### src/hw/rtl/qram_pkg.sv
// qram_pkg: constants, item types and small helpers of the quad arm and mix core
// no dependencies; imported by every module of the block except qram_fifo
package qram_pkg;

	localparam int unsigned LINK_TIMEOUT_MS   = 100;
	localparam int unsigned STICK_DEADBAND_US = 10;
	localparam int unsigned PULSE_FLOOR_US    = 1000;
	localparam int unsigned PULSE_STOP_US     = 1000;
	localparam int unsigned STICK_MIN_US      = 1000;
	localparam int unsigned STICK_MAX_US      = 2000;
	localparam int unsigned STICK_MID_US      = (STICK_MIN_US + STICK_MAX_US) / 2;
	localparam int unsigned STICK_SPAN_US     = STICK_MAX_US - STICK_MIN_US;
	localparam int unsigned SANE_LOW_US       = 800;
	localparam int unsigned SANE_HIGH_US      = 2200;
	localparam int unsigned THROTTLE_START_US = 1030;
	localparam int unsigned IDLE_PULSE_US     = 1000;
	localparam int unsigned FULL_STICK_US     = 500;

	localparam int unsigned CH_W        = 12;
	localparam int unsigned AGE_W       = 16;
	localparam int unsigned PULSE_W     = 11;
	localparam int unsigned LIMIT_W     = 9;
	localparam int unsigned SIGN_W      = 2;
	localparam int unsigned LEVEL_W     = 12;
	localparam int unsigned STATUS_W    = 2;
	localparam int unsigned CFG_INDEX_W = 3;
	localparam int unsigned CFG_DATA_W  = 12;

	localparam int unsigned CTR_W   = 11;                   // centred stick, signed
	localparam int unsigned OFS_W   = CTR_W + LIMIT_W + 1;  // stick times limit, signed
	localparam int unsigned BPROD_W = 24;                   // throttle span product, signed
	localparam int unsigned TOTAL_W = 21;                   // base pulse numerator
	localparam int unsigned SUM_W   = 21;                   // biased mix sum
	localparam int unsigned DIFF_W  = 12;                   // biased mix sum in whole us
	localparam int unsigned MOTOR_W = 14;                   // signed motor pulse before clamp
	localparam int unsigned RECIP_W = 22;

	// bias keeps the three-term mix sum non-negative before the reciprocal divide
	localparam int unsigned SUM_BIAS_STEPS = 3 * ((1 << LIMIT_W) - 1) + 1;
	localparam int unsigned SUM_BIAS       = SUM_BIAS_STEPS * FULL_STICK_US;

	localparam int unsigned DIV_FULL_SHIFT = 30;
	localparam longint unsigned DIV_FULL_MUL =
		((64'd1 << DIV_FULL_SHIFT) + FULL_STICK_US - 1) / FULL_STICK_US;
	localparam int unsigned DIV_SPAN_SHIFT = 31;
	localparam longint unsigned DIV_SPAN_MUL =
		((64'd1 << DIV_SPAN_SHIFT) + STICK_SPAN_US - 1) / STICK_SPAN_US;

	localparam int unsigned MID_DEPTH = 2;
	localparam int unsigned OUT_DEPTH = 4;

	localparam logic [CFG_INDEX_W-1:0] REG_MAX_PULSE = 3'd0;
	localparam logic [CFG_INDEX_W-1:0] REG_RP_GAIN   = 3'd1;
	localparam logic [CFG_INDEX_W-1:0] REG_YAW_GAIN  = 3'd2;
	localparam logic [CFG_INDEX_W-1:0] REG_ROLL_POL  = 3'd3;
	localparam logic [CFG_INDEX_W-1:0] REG_PITCH_POL = 3'd4;
	localparam logic [CFG_INDEX_W-1:0] REG_YAW_POL   = 3'd5;
	localparam logic [CFG_INDEX_W-1:0] REG_ARM_LEVEL = 3'd6;
	localparam logic [CFG_INDEX_W-1:0] REG_THR_LOW   = 3'd7;

	localparam logic [STATUS_W-1:0] STATUS_LINK_LOST = 2'd0;
	localparam logic [STATUS_W-1:0] STATUS_LOCKED    = 2'd1;
	localparam logic [STATUS_W-1:0] STATUS_DRIVING   = 2'd2;

	localparam logic signed [SIGN_W-1:0] SIGN_POS  = 2'sb01;
	localparam logic signed [SIGN_W-1:0] SIGN_OFF  = 2'sb00;
	localparam logic signed [SIGN_W-1:0] SIGN_NEG  = 2'sb11;

	typedef struct packed {
		logic [PULSE_W-1:0]        max_pulse;
		logic [LIMIT_W-1:0]        rp_gain;
		logic [LIMIT_W-1:0]        yaw_gain;
		logic signed [SIGN_W-1:0]  roll_pol;
		logic signed [SIGN_W-1:0]  pitch_pol;
		logic signed [SIGN_W-1:0]  yaw_pol;
		logic [LEVEL_W-1:0]        arm_level;
		logic [LEVEL_W-1:0]        thr_low;
	} cfg_t;

	typedef struct packed {
		logic [CH_W-1:0]  roll;
		logic [CH_W-1:0]  pitch;
		logic [CH_W-1:0]  throttle;
		logic [CH_W-1:0]  yaw;
		logic [CH_W-1:0]  arm;
		logic [CH_W-1:0]  aux;
		logic             frame_valid;
		logic [AGE_W-1:0] frame_age;
	} in_item_t;

	typedef struct packed {
		logic                     armed;
		logic                     link;
		logic signed [CTR_W-1:0]  c_roll;
		logic signed [CTR_W-1:0]  c_pitch;
		logic signed [CTR_W-1:0]  c_yaw;
		logic [PULSE_W-1:0]       thr;
	} front_item_t;

	typedef struct packed {
		logic [PULSE_W-1:0]  front_left;
		logic [PULSE_W-1:0]  front_right;
		logic [PULSE_W-1:0]  rear_left;
		logic [PULSE_W-1:0]  rear_right;
		logic [PULSE_W-1:0]  base;
		logic                armed;
		logic                link;
		logic [STATUS_W-1:0] status;
	} out_item_t;

	function automatic logic signed [SIGN_W-1:0] sign_of2(input logic [SIGN_W-1:0] v);
		logic signed [SIGN_W-1:0] s;
		unique case (v)
			2'b01:   s = SIGN_POS;
			2'b00:   s = SIGN_OFF;
			default: s = SIGN_NEG;
		endcase
		return s;
	endfunction

	function automatic logic sane(input logic [CH_W-1:0] ch);
		return (ch >= CH_W'(SANE_LOW_US)) && (ch <= CH_W'(SANE_HIGH_US));
	endfunction

	function automatic logic [PULSE_W-1:0] clamp_stick(input logic [CH_W-1:0] ch);
		logic [PULSE_W-1:0] v;
		if (ch < CH_W'(STICK_MIN_US)) v = PULSE_W'(STICK_MIN_US);
		else if (ch > CH_W'(STICK_MAX_US)) v = PULSE_W'(STICK_MAX_US);
		else v = ch[PULSE_W-1:0];
		return v;
	endfunction

	function automatic logic signed [CTR_W-1:0] centred(input logic [CH_W-1:0] ch);
		logic signed [CTR_W:0] c;
		logic signed [CTR_W:0] m;
		c = $signed({1'b0, clamp_stick(ch)}) - $signed((CTR_W+1)'(STICK_MID_US));
		m = (c < 0) ? -c : c;
		if (m < $signed((CTR_W+1)'(STICK_DEADBAND_US))) return '0;
		return c[CTR_W-1:0];
	endfunction

	function automatic logic signed [OFS_W-1:0] apply_sign(
		input logic signed [OFS_W-1:0] v,
		input logic signed [SIGN_W-1:0] s
	);
		logic signed [OFS_W-1:0] r;
		case (s)
			SIGN_POS: r = v;
			SIGN_NEG: r = -v;
			default:  r = '0;
		endcase
		return r;
	endfunction

endpackage

### src/hw/rtl/qram_fifo.sv
// qram_fifo: small register queue with full, empty and fill count
// uses no package types; the entry type is handed in by the instantiating module
module qram_fifo #(
	parameter int unsigned DEPTH = 2,
	parameter type entry_t = logic
) (
	input  logic                         clk,
	input  logic                         arst_n,
	input  logic                         push,
	input  entry_t                       wdata,
	input  logic                         pop,
	output entry_t                       rdata,
	output logic                         full,
	output logic                         empty,
	output logic [$clog2(DEPTH+1)-1:0]   count
);
	localparam int unsigned AW = (DEPTH > 1) ? $clog2(DEPTH) : 1;
	localparam int unsigned CW = $clog2(DEPTH + 1);

	entry_t          mem_q [DEPTH];
	logic [AW-1:0]   wr_ptr_q;
	logic [AW-1:0]   rd_ptr_q;
	logic [CW-1:0]   count_q;
	logic            do_push;
	logic            do_pop;

	assign full    = (count_q == CW'(DEPTH));
	assign empty   = (count_q == '0);
	assign count   = count_q;
	assign do_push = push && !full;
	assign do_pop  = pop && !empty;
	assign rdata   = mem_q[rd_ptr_q];

	always_ff @(posedge clk) begin
		if (do_push) begin
			mem_q[wr_ptr_q] <= wdata;
		end
	end

	always_ff @(posedge clk or negedge arst_n) begin
		if (!arst_n) begin
			wr_ptr_q <= '0;
			rd_ptr_q <= '0;
			count_q  <= '0;
		end else begin
			if (do_push) begin
				wr_ptr_q <= (wr_ptr_q == AW'(DEPTH - 1)) ? '0 : wr_ptr_q + 1'b1;
			end
			if (do_pop) begin
				rd_ptr_q <= (rd_ptr_q == AW'(DEPTH - 1)) ? '0 : rd_ptr_q + 1'b1;
			end
			unique case ({do_push, do_pop})
				2'b10:   count_q <= count_q + 1'b1;
				2'b01:   count_q <= count_q - 1'b1;
				default: count_q <= count_q;
			endcase
		end
	end

endmodule

### src/hw/rtl/qram_front.sv
// qram_front: link check, arm state and stick centring of each accepted beat
// depends on qram_pkg; feeds the middle queue
module qram_front (
	input  logic                  clk,
	input  logic                  arst_n,
	input  logic                  push,
	input  qram_pkg::in_item_t    in_item,
	input  qram_pkg::cfg_t        cfg,
	input  logic                  q_full,
	output logic                  q_push,
	output qram_pkg::front_item_t q_item
);
	import qram_pkg::*;

	logic armed_q;
	logic armed_d;
	logic link;
	logic sw_on;
	logic accept;

	assign accept = push && !q_full;
	assign q_push = accept;

	always_comb begin
		link = in_item.frame_valid && (in_item.frame_age < AGE_W'(LINK_TIMEOUT_MS))
			&& sane(in_item.roll) && sane(in_item.pitch) && sane(in_item.throttle)
			&& sane(in_item.yaw) && sane(in_item.arm) && sane(in_item.aux);
		sw_on = link && (in_item.arm > cfg.arm_level);
		priority if (!sw_on) begin
			armed_d = 1'b0;
		end else if (!armed_q && (in_item.throttle < cfg.thr_low)) begin
			armed_d = 1'b1;
		end else begin
			armed_d = armed_q;
		end
		q_item.armed   = armed_d;
		q_item.link    = link;
		q_item.c_roll  = centred(in_item.roll);
		q_item.c_pitch = centred(in_item.pitch);
		q_item.c_yaw   = centred(in_item.yaw);
		q_item.thr     = clamp_stick(in_item.throttle);
	end

	always_ff @(posedge clk or negedge arst_n) begin
		if (!arst_n) begin
			armed_q <= 1'b0;
		end else if (accept) begin
			armed_q <= armed_d;
		end
	end

endmodule

### src/hw/rtl/qram_back.sv
// qram_back: two-stage mixer pipeline, offsets and throttle span, then reciprocal divides
// depends on qram_pkg; drains the middle queue under credit from the result queue
module qram_back #(
	parameter int unsigned OUT_DEPTH = qram_pkg::OUT_DEPTH
) (
	input  logic                               clk,
	input  logic                               arst_n,
	input  qram_pkg::cfg_t                     cfg,
	input  logic                               q_empty,
	input  qram_pkg::front_item_t              q_item,
	output logic                               q_pop,
	input  logic [$clog2(OUT_DEPTH+1)-1:0]     out_count,
	output logic                               out_push,
	output qram_pkg::out_item_t                out_item
);
	import qram_pkg::*;

	localparam int unsigned CW = $clog2(OUT_DEPTH + 1);

	logic                      v_s1;
	logic                      armed_s1;
	logic                      link_s1;
	logic signed [OFS_W-1:0]   r_s1;
	logic signed [OFS_W-1:0]   p_s1;
	logic signed [OFS_W-1:0]   y_s1;
	logic signed [BPROD_W-1:0] bprod_s1;
	logic                      tlow_s1;

	logic                      v_s2;
	logic                      armed_s2;
	logic                      link_s2;
	logic [PULSE_W-1:0]        base_s2;
	logic [DIFF_W-1:0]         d_s2 [4];

	logic [CW+1:0]             occupancy;
	logic signed [OFS_W-1:0]   r_prod;
	logic signed [OFS_W-1:0]   p_prod;
	logic signed [OFS_W-1:0]   y_prod;
	logic signed [BPROD_W-1:0] bprod;
	logic signed [BPROD_W:0]   total_w;
	logic [TOTAL_W-1:0]        total_u;
	logic [TOTAL_W+RECIP_W-1:0] base_prod;
	logic [PULSE_W-1:0]        base_d;
	logic signed [OFS_W+1:0]   x_sum [4];
	logic [SUM_W+RECIP_W-1:0]  d_prod [4];
	logic [DIFF_W-1:0]         d_d [4];
	logic [PULSE_W-1:0]        motor [4];

	function automatic logic [PULSE_W-1:0] motor_of(
		input logic [PULSE_W-1:0] base,
		input logic [DIFF_W-1:0]  d,
		input logic [PULSE_W-1:0] max_pulse
	);
		logic signed [MOTOR_W-1:0] pm;
		logic signed [MOTOR_W-1:0] pc;
		pm = $signed({3'b000, base}) + $signed({2'b00, d})
			- $signed(MOTOR_W'(SUM_BIAS_STEPS));
		if (pm < $signed(MOTOR_W'(PULSE_FLOOR_US))) pc = $signed(MOTOR_W'(PULSE_FLOOR_US));
		else pc = pm;
		if (pc > $signed({3'b000, max_pulse})) pc = $signed({3'b000, max_pulse});
		return pc[PULSE_W-1:0];
	endfunction

	assign occupancy = (CW+2)'(out_count) + (CW+2)'(v_s1) + (CW+2)'(v_s2);
	assign q_pop     = !q_empty && (occupancy < (CW+2)'(OUT_DEPTH));

	// stage one: stick offsets and throttle span product
	always_comb begin
		r_prod = apply_sign(q_item.c_roll * $signed({1'b0, cfg.rp_gain}), cfg.roll_pol);
		p_prod = apply_sign(q_item.c_pitch * $signed({1'b0, cfg.rp_gain}), cfg.pitch_pol);
		y_prod = apply_sign(q_item.c_yaw * $signed({1'b0, cfg.yaw_gain}), cfg.yaw_pol);
		bprod  = $signed({1'b0, q_item.thr - PULSE_W'(STICK_MIN_US)})
			* ($signed({1'b0, cfg.max_pulse}) - $signed((PULSE_W+1)'(PULSE_STOP_US)));
	end

	// stage two: reciprocal divides of base numerator and mix sums
	always_comb begin
		total_w = {bprod_s1[BPROD_W-1], bprod_s1}
			+ (BPROD_W+1)'(PULSE_STOP_US * STICK_SPAN_US);
		total_u   = total_w[BPROD_W] ? '0 : total_w[TOTAL_W-1:0];
		base_prod = (TOTAL_W+RECIP_W)'(total_u) * (TOTAL_W+RECIP_W)'(DIV_SPAN_MUL);
		base_d    = tlow_s1 ? PULSE_W'(PULSE_STOP_US)
			: base_prod[DIV_SPAN_SHIFT +: PULSE_W];
		x_sum[0] = (OFS_W+2)'(p_s1) + (OFS_W+2)'(r_s1) - (OFS_W+2)'(y_s1);
		x_sum[1] = (OFS_W+2)'(p_s1) - (OFS_W+2)'(r_s1) + (OFS_W+2)'(y_s1);
		x_sum[2] = -(OFS_W+2)'(p_s1) + (OFS_W+2)'(r_s1) + (OFS_W+2)'(y_s1);
		x_sum[3] = -(OFS_W+2)'(p_s1) - (OFS_W+2)'(r_s1) - (OFS_W+2)'(y_s1);
		for (int i = 0; i < 4; i++) begin
			d_prod[i] = (SUM_W+RECIP_W)'(SUM_W'(x_sum[i] + (OFS_W+2)'(SUM_BIAS)))
				* (SUM_W+RECIP_W)'(DIV_FULL_MUL);
			d_d[i] = d_prod[i][DIV_FULL_SHIFT +: DIFF_W];
		end
	end

	always_ff @(posedge clk) begin
		armed_s1 <= q_item.armed;
		link_s1  <= q_item.link;
		r_s1     <= r_prod;
		p_s1     <= p_prod;
		y_s1     <= y_prod;
		bprod_s1 <= bprod;
		tlow_s1  <= q_item.thr < PULSE_W'(THROTTLE_START_US);
		armed_s2 <= armed_s1;
		link_s2  <= link_s1;
		base_s2  <= base_d;
		for (int i = 0; i < 4; i++) begin
			d_s2[i] <= d_d[i];
		end
	end

	always_ff @(posedge clk or negedge arst_n) begin
		if (!arst_n) begin
			v_s1 <= 1'b0;
			v_s2 <= 1'b0;
		end else begin
			v_s1 <= q_pop;
			v_s2 <= v_s1;
		end
	end

	// floor then maximum, disarmed beats idle
	always_comb begin
		for (int i = 0; i < 4; i++) begin
			motor[i] = motor_of(base_s2, d_s2[i], cfg.max_pulse);
		end
		out_push       = v_s2;
		out_item.armed = armed_s2;
		out_item.link  = link_s2;
		if (armed_s2) begin
			out_item.front_left  = motor[0];
			out_item.front_right = motor[1];
			out_item.rear_left   = motor[2];
			out_item.rear_right  = motor[3];
			out_item.base        = base_s2;
			out_item.status      = STATUS_DRIVING;
		end else begin
			out_item.front_left  = PULSE_W'(IDLE_PULSE_US);
			out_item.front_right = PULSE_W'(IDLE_PULSE_US);
			out_item.rear_left   = PULSE_W'(IDLE_PULSE_US);
			out_item.rear_right  = PULSE_W'(IDLE_PULSE_US);
			out_item.base        = PULSE_W'(IDLE_PULSE_US);
			out_item.status      = link_s2 ? STATUS_LOCKED : STATUS_LINK_LOST;
		end
	end

endmodule

### src/hw/rtl/quad_rc_arm_and_mix_core.sv
// quad_rc_arm_and_mix_core: top level with configuration registers and both queues
// depends on qram_pkg, qram_fifo, qram_front and qram_back
//
// One receiver tick is taken per clock while full is low, and results follow in order at one
// per clock while pop keeps up. A tick's result reaches the result ports through the middle
// queue, the mixer pipeline (offset and throttle-span multipliers, then the reciprocal divides)
// and the result queue, where it waits until popped. The mixer draws from the middle queue
// only while the result queue has room for every beat already in the pipeline, so a stalled
// output fills the queues and then raises full. Configuration writes are accepted every cycle
// and take effect on the next tick; write them only while no beats are in flight.
module quad_rc_arm_and_mix_core #(
	parameter int unsigned MID_DEPTH = qram_pkg::MID_DEPTH,
	parameter int unsigned OUT_DEPTH = qram_pkg::OUT_DEPTH
) (
	input  logic                              clk,
	input  logic                              arst_n,
	input  logic                              push,
	output logic                              full,
	input  logic [qram_pkg::CH_W-1:0]         roll_stick,
	input  logic [qram_pkg::CH_W-1:0]         pitch_stick,
	input  logic [qram_pkg::CH_W-1:0]         throttle_stick,
	input  logic [qram_pkg::CH_W-1:0]         yaw_stick,
	input  logic [qram_pkg::CH_W-1:0]         arm_channel,
	input  logic [qram_pkg::CH_W-1:0]         aux_channel,
	input  logic                              frame_valid,
	input  logic [qram_pkg::AGE_W-1:0]        frame_age_ms,
	output logic                              empty,
	input  logic                              pop,
	output logic [qram_pkg::PULSE_W-1:0]      motor_front_left,
	output logic [qram_pkg::PULSE_W-1:0]      motor_front_right,
	output logic [qram_pkg::PULSE_W-1:0]      motor_rear_left,
	output logic [qram_pkg::PULSE_W-1:0]      motor_rear_right,
	output logic [qram_pkg::PULSE_W-1:0]      base_pulse,
	output logic                              is_armed,
	output logic                              link_ok,
	output logic [qram_pkg::STATUS_W-1:0]     status,
	input  logic                              cfg_valid,
	output logic                              cfg_ready,
	input  logic [qram_pkg::CFG_INDEX_W-1:0]  cfg_index,
	input  logic [qram_pkg::CFG_DATA_W-1:0]   cfg_data
);
	import qram_pkg::*;

	cfg_t                          cfg_q;
	in_item_t                      in_item;
	front_item_t                   mid_wdata;
	front_item_t                   mid_rdata;
	logic                          mid_push;
	logic                          mid_pop;
	logic                          mid_full;
	logic                          mid_empty;
	logic [$clog2(MID_DEPTH+1)-1:0] mid_count;
	out_item_t                     out_wdata;
	out_item_t                     out_rdata;
	logic                          out_push;
	logic                          out_full;
	logic [$clog2(OUT_DEPTH+1)-1:0] out_count;

	assign cfg_ready = 1'b1;

	always_ff @(posedge clk or negedge arst_n) begin
		if (!arst_n) begin
			cfg_q.max_pulse <= PULSE_W'(1550);
			cfg_q.rp_gain   <= LIMIT_W'(100);
			cfg_q.yaw_gain  <= '0;
			cfg_q.roll_pol  <= SIGN_POS;
			cfg_q.pitch_pol <= SIGN_POS;
			cfg_q.yaw_pol   <= SIGN_OFF;
			cfg_q.arm_level <= LEVEL_W'(1500);
			cfg_q.thr_low   <= LEVEL_W'(1100);
		end else if (cfg_valid && cfg_ready) begin
			unique case (cfg_index)
				REG_MAX_PULSE: cfg_q.max_pulse <= cfg_data[PULSE_W-1:0];
				REG_RP_GAIN:   cfg_q.rp_gain   <= cfg_data[LIMIT_W-1:0];
				REG_YAW_GAIN:  cfg_q.yaw_gain  <= cfg_data[LIMIT_W-1:0];
				REG_ROLL_POL:  cfg_q.roll_pol  <= sign_of2(cfg_data[SIGN_W-1:0]);
				REG_PITCH_POL: cfg_q.pitch_pol <= sign_of2(cfg_data[SIGN_W-1:0]);
				REG_YAW_POL:   cfg_q.yaw_pol   <= sign_of2(cfg_data[SIGN_W-1:0]);
				REG_ARM_LEVEL: cfg_q.arm_level <= cfg_data[LEVEL_W-1:0];
				REG_THR_LOW:   cfg_q.thr_low   <= cfg_data[LEVEL_W-1:0];
				default:       cfg_q           <= cfg_q;
			endcase
		end
	end

	always_comb begin
		in_item.roll        = roll_stick;
		in_item.pitch       = pitch_stick;
		in_item.throttle    = throttle_stick;
		in_item.yaw         = yaw_stick;
		in_item.arm         = arm_channel;
		in_item.aux         = aux_channel;
		in_item.frame_valid = frame_valid;
		in_item.frame_age   = frame_age_ms;
	end

	assign full = mid_full;

	qram_front u_front (
		.clk     (clk),
		.arst_n  (arst_n),
		.push    (push),
		.in_item (in_item),
		.cfg     (cfg_q),
		.q_full  (mid_full),
		.q_push  (mid_push),
		.q_item  (mid_wdata)
	);

	qram_fifo #(
		.DEPTH   (MID_DEPTH),
		.entry_t (front_item_t)
	) u_mid_queue (
		.clk    (clk),
		.arst_n (arst_n),
		.push   (mid_push),
		.wdata  (mid_wdata),
		.pop    (mid_pop),
		.rdata  (mid_rdata),
		.full   (mid_full),
		.empty  (mid_empty),
		.count  (mid_count)
	);

	qram_back #(
		.OUT_DEPTH (OUT_DEPTH)
	) u_back (
		.clk       (clk),
		.arst_n    (arst_n),
		.cfg       (cfg_q),
		.q_empty   (mid_empty || (mid_count == '0)),
		.q_item    (mid_rdata),
		.q_pop     (mid_pop),
		.out_count (out_count),
		.out_push  (out_push),
		.out_item  (out_wdata)
	);

	qram_fifo #(
		.DEPTH   (OUT_DEPTH),
		.entry_t (out_item_t)
	) u_out_queue (
		.clk    (clk),
		.arst_n (arst_n),
		.push   (out_push && !out_full),
		.wdata  (out_wdata),
		.pop    (pop),
		.rdata  (out_rdata),
		.full   (out_full),
		.empty  (empty),
		.count  (out_count)
	);

	always_comb begin
		motor_front_left  = out_rdata.front_left;
		motor_front_right = out_rdata.front_right;
		motor_rear_left   = out_rdata.rear_left;
		motor_rear_right  = out_rdata.rear_right;
		base_pulse        = out_rdata.base;
		is_armed          = out_rdata.armed;
		link_ok           = out_rdata.link;
		status            = out_rdata.status;
	end

endmodule

### config.mk
export PLATFORM = sky130hd
export DESIGN_NAME = quad_rc_arm_and_mix_core
export DESIGN_NICKNAME = d
export VERILOG_FILES = /design/src/hw/rtl/qram_pkg.sv /design/src/hw/rtl/qram_fifo.sv /design/src/hw/rtl/qram_front.sv /design/src/hw/rtl/qram_back.sv /design/src/hw/rtl/quad_rc_arm_and_mix_core.sv
export SDC_FILE = /design/constraint.sdc
export NUM_CORES = 2
export LEC_CHECK = 0
export BUFFER_PORTS_ARGS = -buffer_cell sky130_fd_sc_hd__buf_2
export CORE_ASPECT_RATIO = 1.25
export CORE_UTILIZATION = 55
export DETAILED_ROUTE_END_ITERATION = 6
export PLACE_DENSITY = 0.74
export SYNTH_ARGS = -nofsm -noshare
export SYNTH_HDL_FRONTEND = slang
export SYNTH_SLANG_ARGS = --single-unit
export TNS_END_PERCENT = 50
### constraint.sdc
create_clock -name clk -period 9 [get_ports clk]
set_input_delay 0.9 -clock clk [delete_from_list [all_inputs] [get_ports clk]]
set_output_delay 0.9 -clock clk [all_outputs]
set_load 0.05 [all_outputs]
# [After elaboration in Yosys (flattened, before gate mapping)]
# Memory sizes are Yosys's and may differ from the RTL's.
# Cells that the tools add are included.
[classes] mux=48 addsub=43 shifts=0 div_mod_pow=0 eq_ne=22 n_mul=9 n_lt_le_gt_ge=39 n_bitwise=0 reduce_logical=41
[ops] op="$mul 21x20->40 const B" n=5
[ops] op="$mux 11" n=18
[ops] op="$pmux 21 s2" n=3
[ops] op="$add 21x20->21 const B" n=4
[ops] op="$add 21x21->21" n=4
[ops] op="$neg 21->21" n=4
[ops] op="$sub 21x21->21" n=4
[ops] op="$ge 12x10->1 const B" n=6
[ops] op="$le 12x12->1 const B" n=6
[ops] op="$mul 11x10->21" n=3
[ops] op="$gt 14x12->1" n=4
[ops] op="$lt 14x11->1 const B" n=4
[ops] op="$mux 14" n=4
[ops] op="$sub 14x12->14 const B" n=4
[ops] op="$mux 55" n=1
[ops] op="$add 11x12->13" n=4
[ops] op="$gt 12x11->1 const B" n=4
[ops] op="$lt 12x10->1 const B" n=4
[ops] op="$lt 12x1->1 const B" n=3
[ops] op="$lt 12x5->1 const B" n=3
[ops] op="$mux 12" n=3
[ops] op="$neg 12->12" n=3
[ops] op="$sub 11x11->12 const B" n=3
[ops] op="$add 24x21->25 const B" n=1
[ops] op="other kinds (31)" n=100
[word_totals] mem_bits_ro=0 inputBits=109 latchBits=0 ram_bits=376 ff_bits=176 out_inout_bits=62 wordCells=232 mem_count=3
[mem_list] name="u_out_queue.mem_q" words=4 width=59 read_ports=1 rd_ports_with_merged_regs=0 write_ports=1 line="qram_fifo.sv:20" rtl="entry_t mem_q [DEPTH];"
[mem_list] name="u_mid_queue.mem_q" words=2 width=46 read_ports=1 rd_ports_with_merged_regs=0 write_ports=1 line="qram_fifo.sv:20"
[mem_list] name="u_back.d_s2" words=4 width=12 read_ports=4 rd_ports_with_merged_regs=0 write_ports=4 line="qram_back.sv:33" rtl="logic [DIFF_W-1:0] d_s2 [4];"

# [Depth between registers and ports, before layout]
[logic_depth] depth_word=10 ltp_mapped=40 mapped_depth_nobuf=40

# [Cells and area by module]
# From an unflattened synthesis, not the netlist that was laid out.
[hier_totals] hier_cells=7694 hier_area_um2=77954.8
[modules_own_cells] mod="qram_back" seq_area_each_um2=3072.9 area_per_inst_um2=59757.3 cells_each=6553 n_inst=1
[modules_own_cells] mod="qram_fifo (u_out_queue)" seq_area_each_um2=7262.0 area_per_inst_um2=8941.1 cells_each=351 n_inst=1
[modules_own_cells] mod="qram_fifo (u_mid_queue)" seq_area_each_um2=2862.7 area_per_inst_um2=3639.7 cells_each=161 n_inst=1
[modules_own_cells] mod="qram_front" seq_area_each_um2=25.0 area_per_inst_um2=3300.7 cells_each=493 n_inst=1
[modules_own_cells] mod="quad_rc_arm_and_mix_core" seq_area_each_um2=1502.7 area_per_inst_um2=2316.0 cells_each=136 n_inst=1

# [Worst setup path after synthesis]
# No wires, ideal clock.
[synth_timing] path_type="register to register" from="register u_back.p_s1[0]" to="memory u_back.d_s2[2][11]" path_stages_with_launch=37 t_arrival_ns=9.267 path_buffers=0 path_slack_ns=-0.407 setup_time_ns=0.140 path_cell_list="dfxtp_1 -> inv_1 -> ha_1 -> or3b_2 -> nor3_1 -> nand3_1 -> xnor2_1 -> fa_1 -> ha_1 -> ha_1 -> o41ai_1 -> o21ai_0 -> o41a_1 -> a41o_1 -> o41ai_1 -> xnor2_1 -> ha_1 -> inv_1 -> fa_1 -> inv_1 -> fa_1 -> inv_1 -> fa_1 -> inv_1 -> ha_1 -> ha_1 -> ha_1 -> nand4_1 -> a211oi_1 -> o211ai_1 -> nand3_1 -> a41oi_1 -> nor2_1 -> o311a_1 -> o211ai_1 -> o211a_1 -> xnor2_1"
[synth_rtl] element="start, declared" line="qram_back.sv:24" rtl="logic signed [OFS_W-1:0] p_s1;"
[synth_rtl] element="start signal, assigned" line="qram_back.sv:99" rtl="p_s1 <= p_prod;"
[synth_rtl] element="end, declared" line="qram_back.sv:33"

==> impl_metrics.py <==
metrics = {
    "timing": {
        "rsz0062_at_grt": "yes",
        "fin_worst_skew_ns": 0.0451,
        "hold_viol_final": 0,
        "hold_slack_ns": 0.0967,
        "tns_ns": -0.132,
        "finalWorstSetupSlack_ns": -0.0796,
        "fmax_mhz": 110,
        "drv_slew": 0,
        "maxSlewHeadroom_pct": 21.0,
        "fin_crit_ns": 9.08,
        "timing.final.crit_share_pct": 101,
        "tightest_slew_ns": 1.18,
        "setup_violations": 3,
    },
    "yosys": {
        "syn_area_um2": 77800,
        "ys.flop_type": "edfxtp_1",
        "synth_warnings": 0,
        "synth_cells": 7754,
        "synthTopCellsByArea": "fa_1 24%, ha_1 22%, edfxtp_1 13%",
        "synthesis.nets": 10200,
        "async_reset_ff_share_pct": 13.3,
        "synth_cell_types": 103,
        "yosysMostFrequentCell": "inv_1",
        "synthTopCellsByCount": "1636 x inv_1, 1369 x ha_1, 926 x fa_1, 379 x nor2_1, 347 x nand2_1",
        "yosysTopAreaCell": "fa_1",
        "yosysTopAreaCellShare_pct": 23.8,
        "yosysSeqAreaShare_pct": 18.8,
        "synth_edf_count": 324,
        "avgSynthCellArea_um2": 10.0,
        "ys_ff_latch": 548,
    },
    "place": {
        "place_congestion": 0.976,
        "numPortBuffers": 167,
        "postPlaceCellArea_um2": 82800,
        "dp_hpwl_um": 157000,
    },
    "setup_path": {
        "slowest_delay_ns": 0.54,
        "cp-end-kind": "flip-flop",
        "cp_slowest_cell": "fa_1",
        "required_ns": 9.59,
        "worstSetupPathType": "flip-flop to flip-flop",
        "critPathArrivalTime_ns": 9.67,
        "path_max_fanout": 3,
        "start_kind": "flip-flop",
        "cpMostUsedCell": "ha_4",
    },
    "layout": {
        "fin_area_um2": 86300,
        "n_fill_cell": 11300,
        "areaGrowthSynthToFinish_pct": 11.0,
        "drive_gt1_share_pct": 12.8,
        "layout.nets": 10600,
    },
    "clock_tree": {
        "clk_latency_ns": 0.70,
        "cts_tree": "built",
        "cts_buffers": 57,
        "clockBufferDepth": 3,
        "clkTransAtPathRegs_ns": 0.06,
        "cts_max_level": 2,
        "root_buffer": "clkbuf_16",
        "cts_sinks": 548,
        "postCtsHoldBufs": 0,
    },
    "global_routing": {
        "antenna_found_initial": 6,
        "grt_max_degree": 61,
        "grt_overflow": 0,
        "grt_pass1_vias": 60700,
        "grt_pass1_wl_um": 308000,
        "grt_usage_pct": 26.9,
    },
    "drt": {
        "vias_per_cell": 5.59,
        "first_iter_violations": 2941,
        "drc": 0,
        "wl_per_cell_um": 18.8,
        "routed_wl_um": 190000,
        "ant_nets": 0,
        "firstDrtPassIters": 7,
        "via_count": 56600,
    },
    "run_status": {
        "status": "finished with violations",
        "violations": "negative setup slack",
    },
    "floorplanning": {
        "coreArea_um2": 140000,
        "die_y_um": 422,
        "die_w_um": 338,
        "rows": 153,
        "start_util_pct": 55.7,
        "io_pins": 171,
        "dieArea_um2": 143000,
    },
    "job": {
        "cap_violations": 0,
    },
    "min_path": {
        "hp-class": "primary input to async pin",
    },
}
-- registers in the layout, summed over array words and instances, names as in the netlist, 2 cells and up --
| signal | cells |
|---|---|
| cfg_q | 59 |
| u_back.base_s2 | 11 |
| u_back.bprod_s1 | 24 |
| u_back.d_s2 | 48 |
| u_back.p_s1 | 21 |
| u_back.r_s1 | 21 |
| u_back.y_s1 | 21 |
| u_mid_queue.count | 2 |
| u_mid_queue.mem_q | 92 |
| u_out_queue.count | 3 |
| u_out_queue.mem_q | 232 |
| u_out_queue.rd_ptr_q | 2 |
| u_out_queue.wr_ptr_q | 2 |
-- placed cells by master (no fill, tap or decap), types with 19 or more instances in the layout --
master	Yosys	layout
inv_1	1636	1622
ha_1	1369	1328
fa_1	926	915
nor2_1	379	359
nand2_1	347	347
buf_4	3	344
edfxtp_1	324	324
xnor2_1	269	248
and2_1	250	246
a21oi_1	227	202
buf_2	4	166
dfxtp_1	151	146
o21ai_0	160	140
a21o_1	105	105
xor2_1	109	103
nor3_1	103	96
nand2b_1	88	88
nand3_1	89	87
mux2_2	83	83
nor2b_1	81	77
mux2i_1	61	61
mux4_2	58	58
clkbuf_16	0	58
o21a_1	56	56
nand4_1	51	51
dfrtp_1	52	49
or2_2	49	48
a211oi_1	51	45
and3_1	40	40
o31ai_1	34	33
o21ai_1	21	33
ha_4	0	33
o211ai_1	30	30
or3_1	30	29
nor4_1	25	23
a21oi_2	1	23
a31oi_1	26	23
dfstp_2	21	21
xnor2_2	0	20
o21bai_1	20	19
-- metrics by stage --
| stage | setup WS (ns) | util [%] | instances |
|---|---|---|---|
| floorplan | 0.0258 | - | 7754 |
| global placement | -0.259 | 59.3 | 9967 |
| detailed placement | -0.428 | 59.3 | 9967 |
| CTS | -0.0215 | 60.9 | 10100 |
| global route | -0.461 | 61.8 | 10100 |
| finish | -0.0796 | 61.8 | 10100 |
-- path summary, 6_finish.rpt --
check / start / to / slack, ns / cells past startpoint
max: u_back.p_s1[0]$_DFF_P_ / u_back.d_s2[2][11]$_DFF_P_ / -0.08 / 40
min: arst_n / cfg_q[52]$_DFFE_PN0P_ / 0.1 / 1
max reg2reg: u_back.p_s1[0]$_DFF_P_ / u_back.d_s2[2][11]$_DFF_P_ / -0.08 / 40
min reg2reg: u_back.armed_s1$_DFF_P_ / u_back.armed_s2$_DFF_P_ / 0.34 / 0
max in group asynchronous: arst_n / cfg_q[39]$_DFFE_PN0P_ / 7.80 / 2
min in group clk: u_back.armed_s1$_DFF_P_ / u_back.armed_s2$_DFF_P_ / 0.34 / 0
-- kinds of logic (layout without fill, tap and decap cells) --
| kind of cell | Yosys count | after routing | synth area share [%] |
|---|---|---|---|
| xor gates and xnor gates | 378 | 378 | 4.26 |
| and+or+nand+nor | 1603 | 1603 | 10.4 |
| buffers and inverters | 1758 | 2267 | 8.51 |
| adders and majority gates | 2295 | 2295 | 45.9 |
| AOI/OAI and AO/OA | 965 | 965 | 8.41 |
| DFF | 548 | 548 | 18.8 |
| other | 1 | 3 | 0.00482 |
| muxes | 206 | 206 | 3.73 |
-- cell type report --
class | count | area (um2) | area share [%]
Sequential cell | 548 | 14600 | 16.9
Clock buffer | 71 | 1550 | 1.80
Clock inverter | 37 | 378 | 0.438
Antenna cell | 2 | 5.00 | 0.00580
Tap cell | 1860 | 2330 | 2.70
Inverter | 1640 | 6160 | 7.13
Timing Repair Buffer | 519 | 3510 | 4.07
Multi-Input combinational cell | 5448 | 57800 | 66.9
-- layer usage --
metal | up-vias | track usage, % | part of all wire, %
met5 | - | 0 | 0.010
met4 | 2 | 12.5 | 5.3
met1 | 28100 | 31.1 | 39
met3 | 483 | 2.26 | 4.1
met2 | 1381 | 50.0 | 52
li1 | 26600 | - | -
-- what timing repair did --
item                       in CTS  in global routing
pin swaps                      35                 66
resized for setup              59                190
setup endpoints to repair      30                 49
setup buffers                  11                 39
-- worst max-delay path: cells and delay by family (launching register included) --
family	cells	cell delay [ns]
buf+inv	8	0.54
xor+xnor	3	0.40
simple gates	5	0.93
fa+ha+maj	11	3.80
flops	1	0.32
compound gates	13	2.96
Power is not shown: default switching activity piles up to over one toggle a cycle in this logic, so the estimate is an artifact.
